### config.mk
export PLATFORM = sky130hd
export DESIGN_NAME = gregorian_date_counter
export DESIGN_NICKNAME = d
export VERILOG_FILES = /design/src/rtl/gdc_pkg.sv /design/src/rtl/gdc_cal_unit.sv /design/src/rtl/gregorian_date_counter.sv
export SDC_FILE = /design/constraint.sdc
export NUM_CORES = 1
export LEC_CHECK = 0
export ABC_CLOCK_PERIOD_IN_PS = 5400
export BUFFER_PORTS_ARGS = -buffer_cell sky130_fd_sc_hd__buf_2
export CORE_MARGIN = 2
export CORE_UTILIZATION = 40
export CTS_CLUSTER_DIAMETER = 150
export CTS_CLUSTER_SIZE = 30
export DETAILED_ROUTE_END_ITERATION = 12
export GPL_ROUTABILITY_DRIVEN = 0
export HOLD_SLACK_MARGIN = 0.08
export PLACE_DENSITY_LB_ADDON = 0.12
export RECOVER_POWER = 25
export SYNTH_ARGS = -nofsm -noshare
export SYNTH_HDL_FRONTEND = slang
export SYNTH_SLANG_ARGS = --single-unit
### constraint.sdc
create_clock -name clk -period 5.4 [get_ports clk]
set_input_delay 0.27 -clock clk [delete_from_list [all_inputs] [get_ports clk]]
set_output_delay 0.27 -clock clk [all_outputs]
set_load 0.1 [all_outputs]
### src/rtl/gdc_pkg.sv
// ----------------------------------------------------------------------------
// gdc_pkg
// Shared types, constants and the month length table for the date counter.
// ----------------------------------------------------------------------------
package gdc_pkg;

  localparam int DAY_W   = 5;
  localparam int MONTH_W = 4;
  localparam int YEAR_W  = 12;
  localparam int DOY_W   = 9;
  localparam int YM400_W = 9;
  localparam int COUNT_W = 16;

  localparam int IN_DATA_W  = 40;
  localparam int OUT_DATA_W = 32;

  localparam logic [YEAR_W-1:0]  YEAR_MIN = 12'd1900;
  localparam logic [YEAR_W-1:0]  YEAR_MAX = 12'd2100;
  localparam logic [YEAR_W-1:0]  YEAR_SAT = 12'd4095;
  localparam logic [YEAR_W-1:0]  YEAR_400_BASE = 12'd1600;
  localparam logic [YM400_W-1:0] YM400_RESET = 9'd300;    // 1900 mod 400
  localparam logic [YM400_W-1:0] YM400_LAST  = 9'd399;
  localparam logic [MONTH_W-1:0] MONTH_JAN = 4'd1;
  localparam logic [MONTH_W-1:0] MONTH_FEB = 4'd2;
  localparam logic [MONTH_W-1:0] MONTH_DEC = 4'd12;
  localparam logic [DAY_W-1:0]   DAY_FIRST = 5'd1;
  localparam logic [DAY_W-1:0]   DAY_LAST_DEC = 5'd31;
  localparam logic [DAY_W-1:0]   FEB_LEAP_LEN = 5'd29;

  localparam logic [DAY_W-1:0] MONTH_LEN [0:12] = '{
    5'd0, 5'd31, 5'd28, 5'd31, 5'd30, 5'd31, 5'd30,
    5'd31, 5'd31, 5'd30, 5'd31, 5'd30, 5'd31
  };

  typedef struct packed {
    logic [MONTH_W-1:0] month;
    logic [YM400_W-1:0] ym400;   // year mod 400
    logic [DOY_W-1:0]   acc;
  } cal_req_t;

  typedef struct packed {
    logic [DAY_W-1:0] mlen;
    logic             leap;
    logic [DOY_W-1:0] sum;     // acc plus month length
  } cal_rsp_t;

  function automatic logic is_leap(input logic [YM400_W-1:0] ym);
    logic div100;
    div100 = (ym == 9'd0) || (ym == 9'd100) || (ym == 9'd200) || (ym == 9'd300);
    return (ym == 9'd0) || ((ym[1:0] == 2'd0) && !div100);
  endfunction

  function automatic logic [DAY_W-1:0] month_days(input logic [MONTH_W-1:0] m,
                                                   input logic leap);
    logic [DAY_W-1:0] len;
    case (m)
      4'd1, 4'd2, 4'd3, 4'd4, 4'd5, 4'd6,
      4'd7, 4'd8, 4'd9, 4'd10, 4'd11, 4'd12: len = MONTH_LEN[m];
      default:                                len = 5'd31;
    endcase
    if (m == MONTH_FEB && leap) begin
      len = FEB_LEAP_LEN;
    end
    return len;
  endfunction

endpackage

### src/rtl/gdc_cal_unit.sv
// ----------------------------------------------------------------------------
// gdc_cal_unit
// Shared calendar unit: leap test, month length and ordinal accumulate.
// ----------------------------------------------------------------------------
module gdc_cal_unit
  import gdc_pkg::*;
(
  input  cal_req_t req,
  output cal_rsp_t rsp
);

  logic             leap;
  logic [DAY_W-1:0] mlen;

  assign leap = is_leap(req.ym400);
  assign mlen = month_days(req.month, leap);

  assign rsp.leap = leap;
  assign rsp.mlen = mlen;
  assign rsp.sum  = req.acc + {{(DOY_W-DAY_W){1'b0}}, mlen};

endmodule

### src/rtl/gregorian_date_counter.sv
// ----------------------------------------------------------------------------
// gregorian_date_counter
// Gregorian date register with validated load and day-by-day advance.
//
//   channel  dir  fields (low bit first)
//   s_axis   in   tuser: func; tdata: new_day, new_month, new_year, advance_days
//   m_axis   out  tdata: cur_day, cur_month, cur_year, day_of_year
//
// A load stores the validated date and an advance steps n days, n being the
// days actually stepped; then the ordinal month sum runs. The day step and
// the month sum both run one cycle per step through the shared calendar unit.
// The block takes one request at a time; a new one is accepted while the
// last result still waits on m_axis. Reset (rst, synchronous) sets 1 Jan 1900.
// ----------------------------------------------------------------------------
module gregorian_date_counter
  import gdc_pkg::*;
(
  input  logic                  clk,
  input  logic                  rst,
  input  logic                  s_axis_tvalid,
  output logic                  s_axis_tready,
  // [4:0] new_day, [8:5] new_month, [20:9] new_year, [36:21] advance_days
  input  logic [IN_DATA_W-1:0]  s_axis_tdata,
  // [0] func
  input  logic                  s_axis_tuser,
  output logic                  m_axis_tvalid,
  input  logic                  m_axis_tready,
  // [4:0] cur_day, [8:5] cur_month, [20:9] cur_year, [29:21] day_of_year
  output logic [OUT_DATA_W-1:0] m_axis_tdata
);

  localparam logic [2:0] ST_IDLE = 3'd0;
  localparam logic [2:0] ST_LOAD = 3'd1;
  localparam logic [2:0] ST_STEP = 3'd2;
  localparam logic [2:0] ST_ORD  = 3'd3;
  localparam logic [2:0] ST_FIN  = 3'd4;

  logic [2:0]         state;
  logic [DAY_W-1:0]   day;
  logic [MONTH_W-1:0] month;
  logic [YEAR_W-1:0]  year;
  logic [YM400_W-1:0] ym400;
  logic [COUNT_W-1:0] cnt;
  logic [DOY_W-1:0]   acc;
  logic [MONTH_W-1:0] midx;

  logic [DAY_W-1:0]   in_day;
  logic [MONTH_W-1:0] in_month;
  logic [YEAR_W-1:0]  in_year;

  logic               accept;
  logic               out_free;
  logic               sat;
  logic [MONTH_W-1:0] ld_month;
  logic [YEAR_W-1:0]  ld_year;
  logic [YEAR_W-1:0]  ld_off;
  logic [YM400_W-1:0] ld_ym400;
  logic [DAY_W-1:0]   ld_day;

  cal_req_t req;
  cal_rsp_t rsp;

  assign s_axis_tready = (state == ST_IDLE);
  assign accept        = s_axis_tvalid && s_axis_tready;
  assign out_free      = !m_axis_tvalid || m_axis_tready;
  assign sat           = (year == YEAR_SAT) && (month == MONTH_DEC) && (day == DAY_LAST_DEC);

  // validate the loaded date
  always_comb begin
    ld_month = (in_month inside {[4'd1:4'd12]}) ? in_month : MONTH_JAN;
    ld_year  = (in_year inside {[YEAR_MIN:YEAR_MAX]}) ? in_year : YEAR_MIN;
    ld_off   = ld_year - YEAR_400_BASE;
    ld_ym400 = (ld_off >= 12'd400) ? ld_off[YM400_W-1:0] - 9'd400 : ld_off[YM400_W-1:0];
    ld_day   = ((in_day != 5'd0) && (in_day <= rsp.mlen)) ? in_day : DAY_FIRST;
  end

  always_comb begin
    req.acc = acc;
    case (state)
      ST_LOAD: begin
        req.month = ld_month;
        req.ym400 = ld_ym400;
      end
      ST_ORD: begin
        req.month = midx;
        req.ym400 = ym400;
      end
      default: begin
        req.month = month;
        req.ym400 = ym400;
      end
    endcase
  end

  gdc_cal_unit u_cal (
    .req (req),
    .rsp (rsp)
  );

  always_ff @(posedge clk) begin
    if (rst) begin
      state         <= ST_IDLE;
      day           <= DAY_FIRST;
      month         <= MONTH_JAN;
      year          <= YEAR_MIN;
      ym400         <= YM400_RESET;
      m_axis_tvalid <= 1'b0;
    end else begin
      if (state == ST_FIN && out_free) begin
        m_axis_tvalid <= 1'b1;
      end else if (m_axis_tready) begin
        m_axis_tvalid <= 1'b0;
      end
      case (state)
        ST_IDLE: begin
          if (accept) begin
            cnt   <= s_axis_tdata[36:21];
            state <= s_axis_tuser ? ST_STEP : ST_LOAD;
          end
        end
        ST_LOAD: begin
          day   <= ld_day;
          month <= ld_month;
          year  <= ld_year;
          ym400 <= ld_ym400;
          acc   <= {{(DOY_W-DAY_W){1'b0}}, ld_day};
          midx  <= MONTH_JAN;
          state <= ST_ORD;
        end
        ST_STEP: begin
          if ((cnt == '0) || sat) begin
            // drop any remaining days once saturated
            acc   <= {{(DOY_W-DAY_W){1'b0}}, day};
            midx  <= MONTH_JAN;
            state <= ST_ORD;
          end else begin
            cnt <= cnt - 1'b1;
            if (day < rsp.mlen) begin
              day <= day + 1'b1;
            end else if (month < MONTH_DEC) begin
              month <= month + 1'b1;
              day   <= DAY_FIRST;
            end else begin
              month <= MONTH_JAN;
              day   <= DAY_FIRST;
              year  <= year + 1'b1;
              ym400 <= (ym400 == YM400_LAST) ? '0 : ym400 + 1'b1;
            end
          end
        end
        ST_ORD: begin
          if (midx < month) begin
            acc  <= rsp.sum;
            midx <= midx + 1'b1;
          end else begin
            state <= ST_FIN;
          end
        end
        ST_FIN: begin
          // hold until the output register is free
          if (out_free) begin
            state <= ST_IDLE;
          end
        end
        default: state <= ST_IDLE;
      endcase
    end
  end

  always_ff @(posedge clk) begin
    if (accept) begin
      in_day   <= s_axis_tdata[4:0];
      in_month <= s_axis_tdata[8:5];
      in_year  <= s_axis_tdata[20:9];
    end
    if (state == ST_FIN && out_free) begin
      m_axis_tdata <= {2'b00, acc, year, month, day};
    end
  end

  a_date_valid: assert property (@(posedge clk) disable iff (rst)
    (day != 5'd0) && (month >= MONTH_JAN) && (month <= MONTH_DEC) && (year >= YEAR_MIN))
    else $error("date register out of range");

  a_step_count: assert property (@(posedge clk) disable iff (rst)
    (state == ST_STEP) && (cnt != '0) && !sat |=> (cnt == $past(cnt) - 1'b1))
    else $error("day counter did not advance");

  a_ord_bound: assert property (@(posedge clk) disable iff (rst)
    (state == ST_ORD) |-> (midx <= month))
    else $error("ordinal month index past current month");

  a_busy_after_accept: assert property (@(posedge clk) disable iff (rst)
    accept |=> (state != ST_IDLE))
    else $error("accepted request not started");

endmodule
==> results of run 1 <==
layer usage:
metal  vias to the layer above  share of wire (%)  track usage (%)
li1                       2772                  -                -
met1                      2739                 45            25.74
met2                       117                 49            33.62
met3                        25                3.8            4.061
met4                         0                1.8            6.810
met5                         -                  0                0
worst register-to-register path: cells and delay by family, from the launching register on:
family | cells | cell delay, ns
compound gates | 8 | 1.66
simple gates | 9 | 1.62
fa+ha+maj | 3 | 0.79
flops | 1 | 0.40
buf+inv | 2 | 0.22
xor+xnor | 1 | 0.15
final cells by class:
type	count	area, sq um
clock inverters	13	158.9
fillers	1558	8078
flip-flops and latches	114	3083
well taps	220	275.3
repair buffers	132	855.8
clock buffers	19	442.9
multi-input cells	504	3376
inverters	21	78.83
power breakdown:
part	internal (mW)	total [mW]	switching, mW
clock network	0.736	1.15	0.412
registers	1.08	1.20	0.123
logic	0.363	0.962	0.599
repair_timing:
item / in CTS / in global routing
setup endpoints to repair: 0 / 13
resized for setup: 0 / 13
hold buffers: 21 / 0
endpoints found under the hold margin: 21 / 0
through the flow:
step                      cells  util [%]  hold WS [ns]  setup TNS, ns
final                      1023     50.59        0.1233              0
after global placement      970     45.34        0.4470              0
after CTS                  1023     50.31        0.1119              0
after detailed placement    970     45.34        0.4430              0
after global routing       1023     50.59        0.1263       -0.01170
after floorplan             675         -        0.3689              0
layout by cell type, fill, tap and decap left out, types with 12 or more instances in the layout:
| master | n |
|---|---|
| a211oi_1 | 12 |
| a21oi_1 | 28 |
| a31oi_1 | 12 |
| buf_2 | 69 |
| buf_4 | 38 |
| clkbuf_16 | 17 |
| dfxtp_1 | 34 |
| dlygate4sd3_1 | 21 |
| edfxtp_1 | 80 |
| ha_1 | 30 |
| inv_1 | 21 |
| nand2_1 | 60 |
| nand3_1 | 22 |
| nor2_1 | 54 |
| nor3_1 | 21 |
| o21ai_0 | 32 |
| xnor2_1 | 13 |
how the worst max path moves through the flow:
stage	start	to	slack, ns
2_1_floorplan	in_year[11]$_DFFE_PP_	acc[8]$_DFFE_PP_	0.54
3_3_place_gp	in_year[0]$_DFFE_PP_	acc[8]$_DFFE_PP_	0.16
3_5_place_dp	in_year[11]$_DFFE_PP_	acc[8]$_DFFE_PP_	0.14
4_1_cts	in_year[11]$_DFFE_PP_	acc[8]$_DFFE_PP_	0.12
5_1_grt	in_year[11]$_DFFE_PP_	acc[8]$_DFFE_PP_	-0.01
6_report	in_year[11]$_DFFE_PP_	acc[8]$_DFFE_PP_	0.34
logic make-up (layout without fill, tap and decap cells):
kind of cell / Yosys count / count (layout) / synth area share (%)
and+or+nand+nor: 250 / 250 / 19.30
AOI/OAI and AO/OA: 181 / 181 / 19.83
DFF: 114 / 114 / 46.62
buffers and inverters: 57 / 185 / 3.784
adders and majority gates: 31 / 31 / 5.979
xor gates and xnor gates: 24 / 24 / 3.292
muxes: 7 / 7 / 1.079
other: 2 / 11 / 0.1136
registers in the layout, summed over array words and instances, names as in the netlist:
name and cells:
m_axis_tdata 30, in_month 4, day 5, in_year 12
acc 9, year 12, ym400 9, state 3
in_day 5, m_axis_tvalid 1, midx 4, month 4
cnt 16
==> impl_metrics.env, run 1 <==
export IMPL_ys_top_cells_by_area="edfxtp_1, dfxtp_1, ha_1"
export IMPL_grt_pass1_vias=5611
export IMPL_hold_viol=0
export IMPL_clock_latency_ns=0.42
export IMPL_seq_area_frac_synth_pct=46.62
export IMPL_tightest_slew_ns=1.160
export IMPL_io_pins=79
export IMPL_crit_slowest_cell="or3_1"
export IMPL_cts_tree="yes"
export IMPL_hold_class="input pin to flip-flop"
export IMPL_via_per_inst=5.526
export IMPL_post_cts_buffers=0
export IMPL_yosysWarnings=0
export IMPL_fin_crit_sh_pct=93.64
export IMPL_drive_above_1_share_pct=21.30
export IMPL_setup_slack_ns=0.3437
export IMPL_dp_slack_ns=0.1401
export IMPL_drt_iter0_drc=420
export IMPL_rrSetupSlack_ns=0.34
export IMPL_ys_ff_latch=114
export IMPL_max_freq_mhz=197.8
export IMPL_start_util_pct=40.45
export IMPL_grt_total_usage_pct=20.00
export IMPL_syn_inst=666
export IMPL_drtPass1Iterations=5
export IMPL_fin_crit_ns=5.056
export IMPL_die_w_um=132.6
export IMPL_endpoint_kind="flip-flop"
export IMPL_rr_worst_depth=23
export IMPL_die_area_sq_um=17580
export IMPL_p_leak_nw=3.197
export IMPL_timing_critical_path_buf_inv=2
export IMPL_slew_headroom_pct=22.99
export IMPL_diodes=0
export IMPL_min_path_cells=3
export IMPL_drv_cap=0
export IMPL_grt_pass1_wl_um=28040
export IMPL_drc_errors=0
export IMPL_cts_sinks=114
export IMPL_nets=866
export IMPL_cts_root_buf="clkbuf_16"
export IMPL_holdCritStartpoint="s_axis_tdata[34]"
export IMPL_synth_most_common_cell="edfxtp_1"
export IMPL_drt_wl_total_um=16840
export IMPL_wl_per_cell_um=16.46
export IMPL_finalMaxSlewViolations=0
export IMPL_crit_arrival_ns=5.22
export IMPL_clkSlewWorstSetupHoldPaths_ns=0.06
export IMPL_p_total_mw=3.311
export IMPL_r2r_start="in_year[11]$_DFFE_PP_"
export IMPL_async_flop_share_pct=0
export IMPL_synth_top_cell_area_share_pct=36.33
export IMPL_whs_endpoint="cnt[13]$_DFFE_PP_"
export IMPL_cp_required_ns=5.56
export IMPL_synth_ff_type="edfxtp_1"
export IMPL_synth_enable_flop_cells=80
export IMPL_area_growth_syn_to_layout_pct=25.07
export IMPL_fp_row_count=47
export IMPL_crit_family="compound AO/OA/AOI/OAI gates"
export IMPL_start_kind="flip-flop"
export IMPL_crit_fanout=4
export IMPL_synth_common_cells="edfxtp_1, nand2_1, nor2_1, dfxtp_1, o21ai_0"
export IMPL_crit_chain="nand4b_1, or3_1, o21ai_2, nand2b_1, ha_1, and4_1, o2111a_1, o31a_1, a211oi_1, o41ai_2, and4_1, o31ai_2, buf_4, ha_1, inv_1, fa_1, nor2b_1, o21ai_0, nand2b_1, and2_2, o2111ai_2, xor2_1, nor2_1"
export IMPL_max_vdd_ir_drop_v=0.0002758
export IMPL_skew_ns=0.008072
export IMPL_grt_overflow_total=0
export IMPL_avgSynthCellArea_sq_um=9.929
export IMPL_io_buffer_count=73
export IMPL_cts_buffers=17
export IMPL_num_vias=5653
export IMPL_grt_max_degree=42
export IMPL_yosys_area_top_type="edfxtp_1"
export IMPL_die_height_um=132.6
export IMPL_setup_viol=0
export IMPL_fin_area_sq_um=8270
export IMPL_coreArea_sq_um=16350
export IMPL_syn_cell_area_sq_um=6613
export IMPL_path_depth=23
export IMPL_drtAntennaViolNets=0
export IMPL_status="complete, no violations"
export IMPL_pwr_density_cell_nw_per_um2=400.3
export IMPL_crit_type="flip-flop to flip-flop"
export IMPL_critPathMaxStageDelay_ns=0.42
export IMPL_antenna_found_initial=0
export IMPL_dpl_cell_area_sq_um=7412
export IMPL_place_hpwl_um=11790
export IMPL_htree_num_levels=4
export IMPL_synth_cell_type_count=83
export IMPL_clk_path_buf_depth=2
export IMPL_r2r_end="acc[8]$_DFFE_PP_"
Power figures use the tool's default switching activity.
==> inputs of run 2 (changes only) <==
--- a/config.mk
+++ b/config.mk
@@ -9,6 +9,7 @@
 export BUFFER_PORTS_ARGS = -buffer_cell sky130_fd_sc_hd__buf_2
 export CORE_MARGIN = 2
 export CORE_UTILIZATION = 40
+export CTS_BUF_LIST = sky130_fd_sc_hd__clkbuf_4
 export CTS_CLUSTER_DIAMETER = 150
 export CTS_CLUSTER_SIZE = 30
 export DETAILED_ROUTE_END_ITERATION = 12
==> impl_metrics.env, run 2 (synthesis results as in run 1) <==
export IMPL_start_util_pct=40.45
export IMPL_power_share_sequential_pct=42.1
export IMPL_status="complete, no violations"
export IMPL_dpl_cell_area_sq_um=7412
export IMPL_layout_cells_most_common="edfxtp_1"
export IMPL_die_w_um=132.6
export IMPL_setup_viol=0
export IMPL_path_depth=23
export IMPL_drt_iter0_drc=381
export IMPL_drive_above_1_share_pct=21.12
export IMPL_crit_family="compound AO/OA/AOI/OAI gates"
export IMPL_p_sw_mw=1.079
export IMPL_num_vias=5709
export IMPL_nets=882
export IMPL_cts_tree="yes"
export IMPL_grt_pass1_wl_um=28100
export IMPL_fp_row_count=47
export IMPL_fin_hold_ws_ns=0.1134
export IMPL_crit_fanout=4
export IMPL_drt_wl_total_um=16840
export IMPL_r2r_start="in_year[0]$_DFFE_PP_"
export IMPL_grt_pass1_vias=5652
export IMPL_htree_num_levels=4
export IMPL_tns_ns=0
export IMPL_grt_overflow_total=0
export IMPL_holdCritStartpoint="m_axis_tready"
export IMPL_io_pins=79
export IMPL_p_leak_nw=3.136
export IMPL_drc_errors=0
export IMPL_drtPass1Iterations=5
export IMPL_critPathMaxStageDelay_ns=0.42
export IMPL_crit_chain="o21a_1, o211a_1, o21ai_2, nand2b_1, ha_1, and4_1, o2111a_1, o31a_1, a211oi_1, o41ai_2, and4_1, o31ai_2, buf_4, ha_1, inv_1, fa_1, nor2b_1, o21ai_0, nand2b_1, and2_2, o2111ai_2, xor2_1, nor2_1"
export IMPL_largest_register="m_axis_tdata"
export IMPL_cts_sinks=114
export IMPL_post_route_util_pct=49.74
export IMPL_via_per_inst=5.489
export IMPL_antenna_found_initial=1
export IMPL_tightest_slew_ns=1.158
export IMPL_largest_register_ff_count=30
export IMPL_instances_no_fill=1040
export IMPL_coreArea_sq_um=16350
export IMPL_min_path_cells=4
export IMPL_area_growth_syn_to_layout_pct=22.97
export IMPL_cp_required_ns=5.68
export IMPL_dp_cells=970
export IMPL_pwr_share_clk_pct=23.8
export IMPL_timing_critical_path_buf_inv=2
export IMPL_clkSlewWorstSetupHoldPaths_ns=0.12
export IMPL_slew_headroom_pct=23.15
export IMPL_fill_cells=1594
export IMPL_wl_per_cell_um=16.19
export IMPL_drv_cap=0
export IMPL_crit_slowest_cell="edfxtp_1"
export IMPL_critPathLaunch="in_year[0]$_DFFE_PP_"
export IMPL_start_kind="flip-flop"
export IMPL_fin_area_sq_um=8132
export IMPL_io_buffer_count=73
export IMPL_finalMaxSlewViolations=0
export IMPL_hold_viol=0
export IMPL_internal_power_mw=1.770
export IMPL_dp_slack_ns=0.1401
export IMPL_grt_max_degree=42
export IMPL_cts_buffers=17
export IMPL_crit_arrival_ns=5.33
export IMPL_hold_class="input pin to flip-flop"
export IMPL_skew_ns=0.01732
export IMPL_grt_total_usage_pct=19.85
export IMPL_pwr_density_cell_nw_per_um2=350.3
export IMPL_die_area_sq_um=17580
export IMPL_p_comb_share_pct=34.1
export IMPL_fin_crit_ns=5.047
export IMPL_setup_slack_ns=0.3528
export IMPL_layout_common_cells="edfxtp_1, buf_2, nand2_1"
export IMPL_p_total_mw=2.849
export IMPL_max_freq_mhz=198.1
export IMPL_cts_root_buf="clkbuf_4"
export IMPL_max_vdd_ir_drop_v=0.0001264
export IMPL_fin_crit_sh_pct=93.47
export IMPL_endpoint_kind="flip-flop"
export IMPL_drtAntennaViolNets=0
export IMPL_crit_type="flip-flop to flip-flop"
export IMPL_swShare_pct=37.88
export IMPL_clk_path_buf_depth=2
export IMPL_place_hpwl_um=11790
export IMPL_rr_worst_depth=23
export IMPL_clock_latency_ns=0.53
export IMPL_top_regs="m_axis_tdata x30, cnt x16"
export IMPL_die_height_um=132.6
[run 2: repair_timing]
action	in CTS	in global routing
gates resized for setup	0	13
buffers inserted	0	0
setup endpoints to repair	0	14
hold endpoints to repair	37	0
hold buffers	37	0
[run 2: layout make-up]
cell class / count / area (sq um) / share of cell area (%)
clock inverter: 14 / 162.7 / 2.000
tap: 220 / 275.3 / 3.385
sequential: 114 / 3083 / 37.91
clock buffer: 18 / 135.1 / 1.662
timing repair buffer: 148 / 1018 / 12.53
inverter: 21 / 78.83 / 0.9694
antenna: 1 / 2.502 / 0.03077
multi-input combinational: 504 / 3376 / 41.51
[run 2: worst reg2reg max path: cells and delay by family, from the launching register on]
kind	cells	cell delay, ns
and+or+nand+nor	7	0.98
AOI/OAI and AO/OA	10	2.28
adders and majority gates	3	0.79
buffers and inverters	2	0.22
xor gates and xnor gates	1	0.15
DFF	1	0.42
[run 2: metal layers]
metal  vias to the layer above  share of wire (%)  track usage [%]  wire, um
li1                       2804                  -                -         -
met1                      2749                 45            25.73      7599
met2                       137                 49            33.91      8301
met3                        19                4.0            3.487       667
met4                         0                1.6            6.093       267
met5                         -                  0                0         0
[run 2: worst paths after layout]
kind	slack, ns	endpoint
setup / recovery	0.35	acc[8]$_DFFE_PP_
hold / removal	0.11	m_axis_tvalid$_SDFFE_PP0P_
setup reg to reg	0.35	acc[8]$_DFFE_PP_
hold reg to reg	0.47	m_axis_tdata[23]$_DFFE_PP_
[run 2: power groups by stage]
stage / sequential [mW] / clock [mW] / combinational, mW
finish: 1.20 / 0.677 / 0.972
global route: 1.22 / 0.737 / 1.07
floorplan: 1.21 / 0 / 0.658
CTS: 1.20 / 0.699 / 0.961
detailed placement: 1.22 / 0 / 0.932
global placement: 1.21 / 0 / 0.911
==> inputs of run 3 (changes only) <==
--- a/config.mk
+++ b/config.mk
@@ -15,7 +15,7 @@
 export DETAILED_ROUTE_END_ITERATION = 12
 export GPL_ROUTABILITY_DRIVEN = 0
 export HOLD_SLACK_MARGIN = 0.08
-export PLACE_DENSITY_LB_ADDON = 0.12
+export PLACE_DENSITY_LB_ADDON = 0.3
 export RECOVER_POWER = 25
 export SYNTH_ARGS = -nofsm -noshare
 export SYNTH_HDL_FRONTEND = slang
==> impl_metrics.env, run 3 (synthesis results as in run 1) <==
export IMPL_cts_sinks=114
export IMPL_via_per_inst=5.548
export IMPL_fin_area_sq_um=8071
export IMPL_io_pins=79
export IMPL_setup_slack_ns=0.3402
export IMPL_area_growth_syn_to_layout_pct=22.06
export IMPL_hold_viol=0
export IMPL_largest_register_ff_count=30
export IMPL_largest_register="m_axis_tdata"
export IMPL_die_w_um=132.6
export IMPL_cts_buffers=17
export IMPL_crit_arrival_ns=5.34
export IMPL_layout_common_cells="edfxtp_1, buf_2, nand2_1"
export IMPL_hold_class="input pin to flip-flop"
export IMPL_cts_root_buf="clkbuf_4"
export IMPL_drt_iter0_drc=433
export IMPL_antenna_found_initial=0
export IMPL_drtAntennaViolNets=0
export IMPL_grt_total_usage_pct=18.81
export IMPL_coreArea_sq_um=16350
export IMPL_clock_latency_ns=0.53
export IMPL_clk_path_buf_depth=2
export IMPL_tightest_slew_ns=1.160
export IMPL_dpl_cell_area_sq_um=7352
export IMPL_drc_errors=0
export IMPL_status="complete, no violations"
export IMPL_slew_headroom_pct=22.66
export IMPL_grt_pass1_wl_um=26600
export IMPL_drtPass1Iterations=6
export IMPL_p_leak_nw=3.102
export IMPL_endpoint_kind="flip-flop"
export IMPL_nets=876
export IMPL_cp_required_ns=5.68
export IMPL_grt_pass1_vias=5502
export IMPL_wl_per_cell_um=16.04
export IMPL_top_regs="m_axis_tdata x30, cnt x16"
export IMPL_diodes=0
export IMPL_fp_row_count=47
export IMPL_cts_tree="yes"
export IMPL_fin_crit_sh_pct=93.70
export IMPL_layout_cells_most_common="edfxtp_1"
export IMPL_io_buffer_count=73
export IMPL_rrSetupSlack_ns=0.34
export IMPL_start_util_pct=40.45
export IMPL_pwr_density_cell_nw_per_um2=343.8
export IMPL_fin_crit_ns=5.060
export IMPL_finalMaxSlewViolations=0
export IMPL_die_height_um=132.6
export IMPL_skew_ns=0.02408
export IMPL_crit_fanout=7
export IMPL_drive_above_1_share_pct=20.66
export IMPL_drv_cap=0
export IMPL_grt_overflow_total=0
export IMPL_p_total_mw=2.775
export IMPL_clkSlewWorstSetupHoldPaths_ns=0.11
export IMPL_max_freq_mhz=197.6
export IMPL_max_vdd_ir_drop_v=0.0001793
export IMPL_grt_max_degree=42
export IMPL_place_hpwl_um=11600
export IMPL_crit_type="flip-flop to flip-flop"
export IMPL_setup_viol=0
export IMPL_die_area_sq_um=17580
export IMPL_start_kind="flip-flop"
export IMPL_dp_slack_ns=0.05421
export IMPL_htree_num_levels=4
export IMPL_num_vias=5731
export IMPL_drt_wl_total_um=16570
run 3: cell types whose count changed in the layout (fill, tap and decap cells not counted), moves of 2 or more:
cell,before,now
o31ai_2,3,1
buf_4,38,31
clkinv_2,1,4
clkinv_1,3,1
run 3: path summary, 6_finish.rpt:
path	from	endpoint	cells past startpoint
worst max-delay path	in_year[0]$_DFFE_PP_	acc[8]$_DFFE_PP_	25
worst max register to register	in_year[0]$_DFFE_PP_	acc[8]$_DFFE_PP_	25
worst min-delay path	s_axis_tvalid	state[1]$_SDFFE_PP0P_	3
worst min register to register	year[10]$_SDFFE_PP1P_	m_axis_tdata[19]$_DFFE_PP_	0
run 3: area by class of cell:
cell class / instances / area (sq um)
inverter: 21 / 78.83
multi-input combinational: 504 / 3383
timing repair buffer: 142 / 975.9
clock buffer: 18 / 135.1
clock inverter: 14 / 140.1
fill: 1555 / 8277
tap: 220 / 275.3
sequential: 114 / 3083
run 3: what timing repair did:
item	in CTS	in global routing
setup endpoints to repair	0	14
gates resized for setup	0	13
hold endpoints to repair	38	0
buffers inserted	0	1
hold buffers	38	0
run 3: per-layer routing:
layer	global-route usage (%)	share of wire, %	vias up
met5	0	0	-
met4	7.288	1.7	0
met3	3.678	4.5	21
met2	31.84	50	172
met1	23.76	44	2749
li1	-	-	2789
run 3: worst max-delay path, stage by stage (launching register included):
cell and delay (ns):
edfxtp_1 0.45, o21a_1 0.23, o211a_1 0.27, o21ai_2 0.23, nand2_1 0.11, inv_1 0.07, ha_1 0.18, nor2b_2 0.17
nor2_1 0.08, a2111o_1 0.40, and3_4 0.23, xnor2_2 0.16, o21a_1 0.19, and4_1 0.20, o31ai_1 0.25, buf_4 0.16
ha_1 0.16, inv_1 0.06, fa_1 0.41, nor2b_1 0.12, o21ai_0 0.08, nand2b_1 0.09, and2_1 0.17, o2111ai_1 0.14
xor2_1 0.16, nor2_1 0.05
run 3: report_power, final:
group          internal [mW]  total, mW  switching, mW
Combinational          0.366      0.953          0.587
Clock                  0.276      0.622          0.346
Sequential              1.08       1.20          0.124
run 3: per-stage QoR:
| step | instances | setup TNS, ns | util [%] | hold WS (ns) |
|---|---|---|---|---|
| 4_1_cts | 1032 | 0 | 48.98 | 0.08742 |
| 2_1_floorplan | 675 | 0 | - | 0.3689 |
| 3_5_place_dp | 962 | 0 | 44.97 | 0.4481 |
| 5_1_grt | 1033 | -0.01218 | 49.37 | 0.1029 |
| 3_3_place_gp | 962 | 0 | 44.97 | 0.4463 |
| 6_report | 1033 | 0 | 49.37 | 0.1412 |
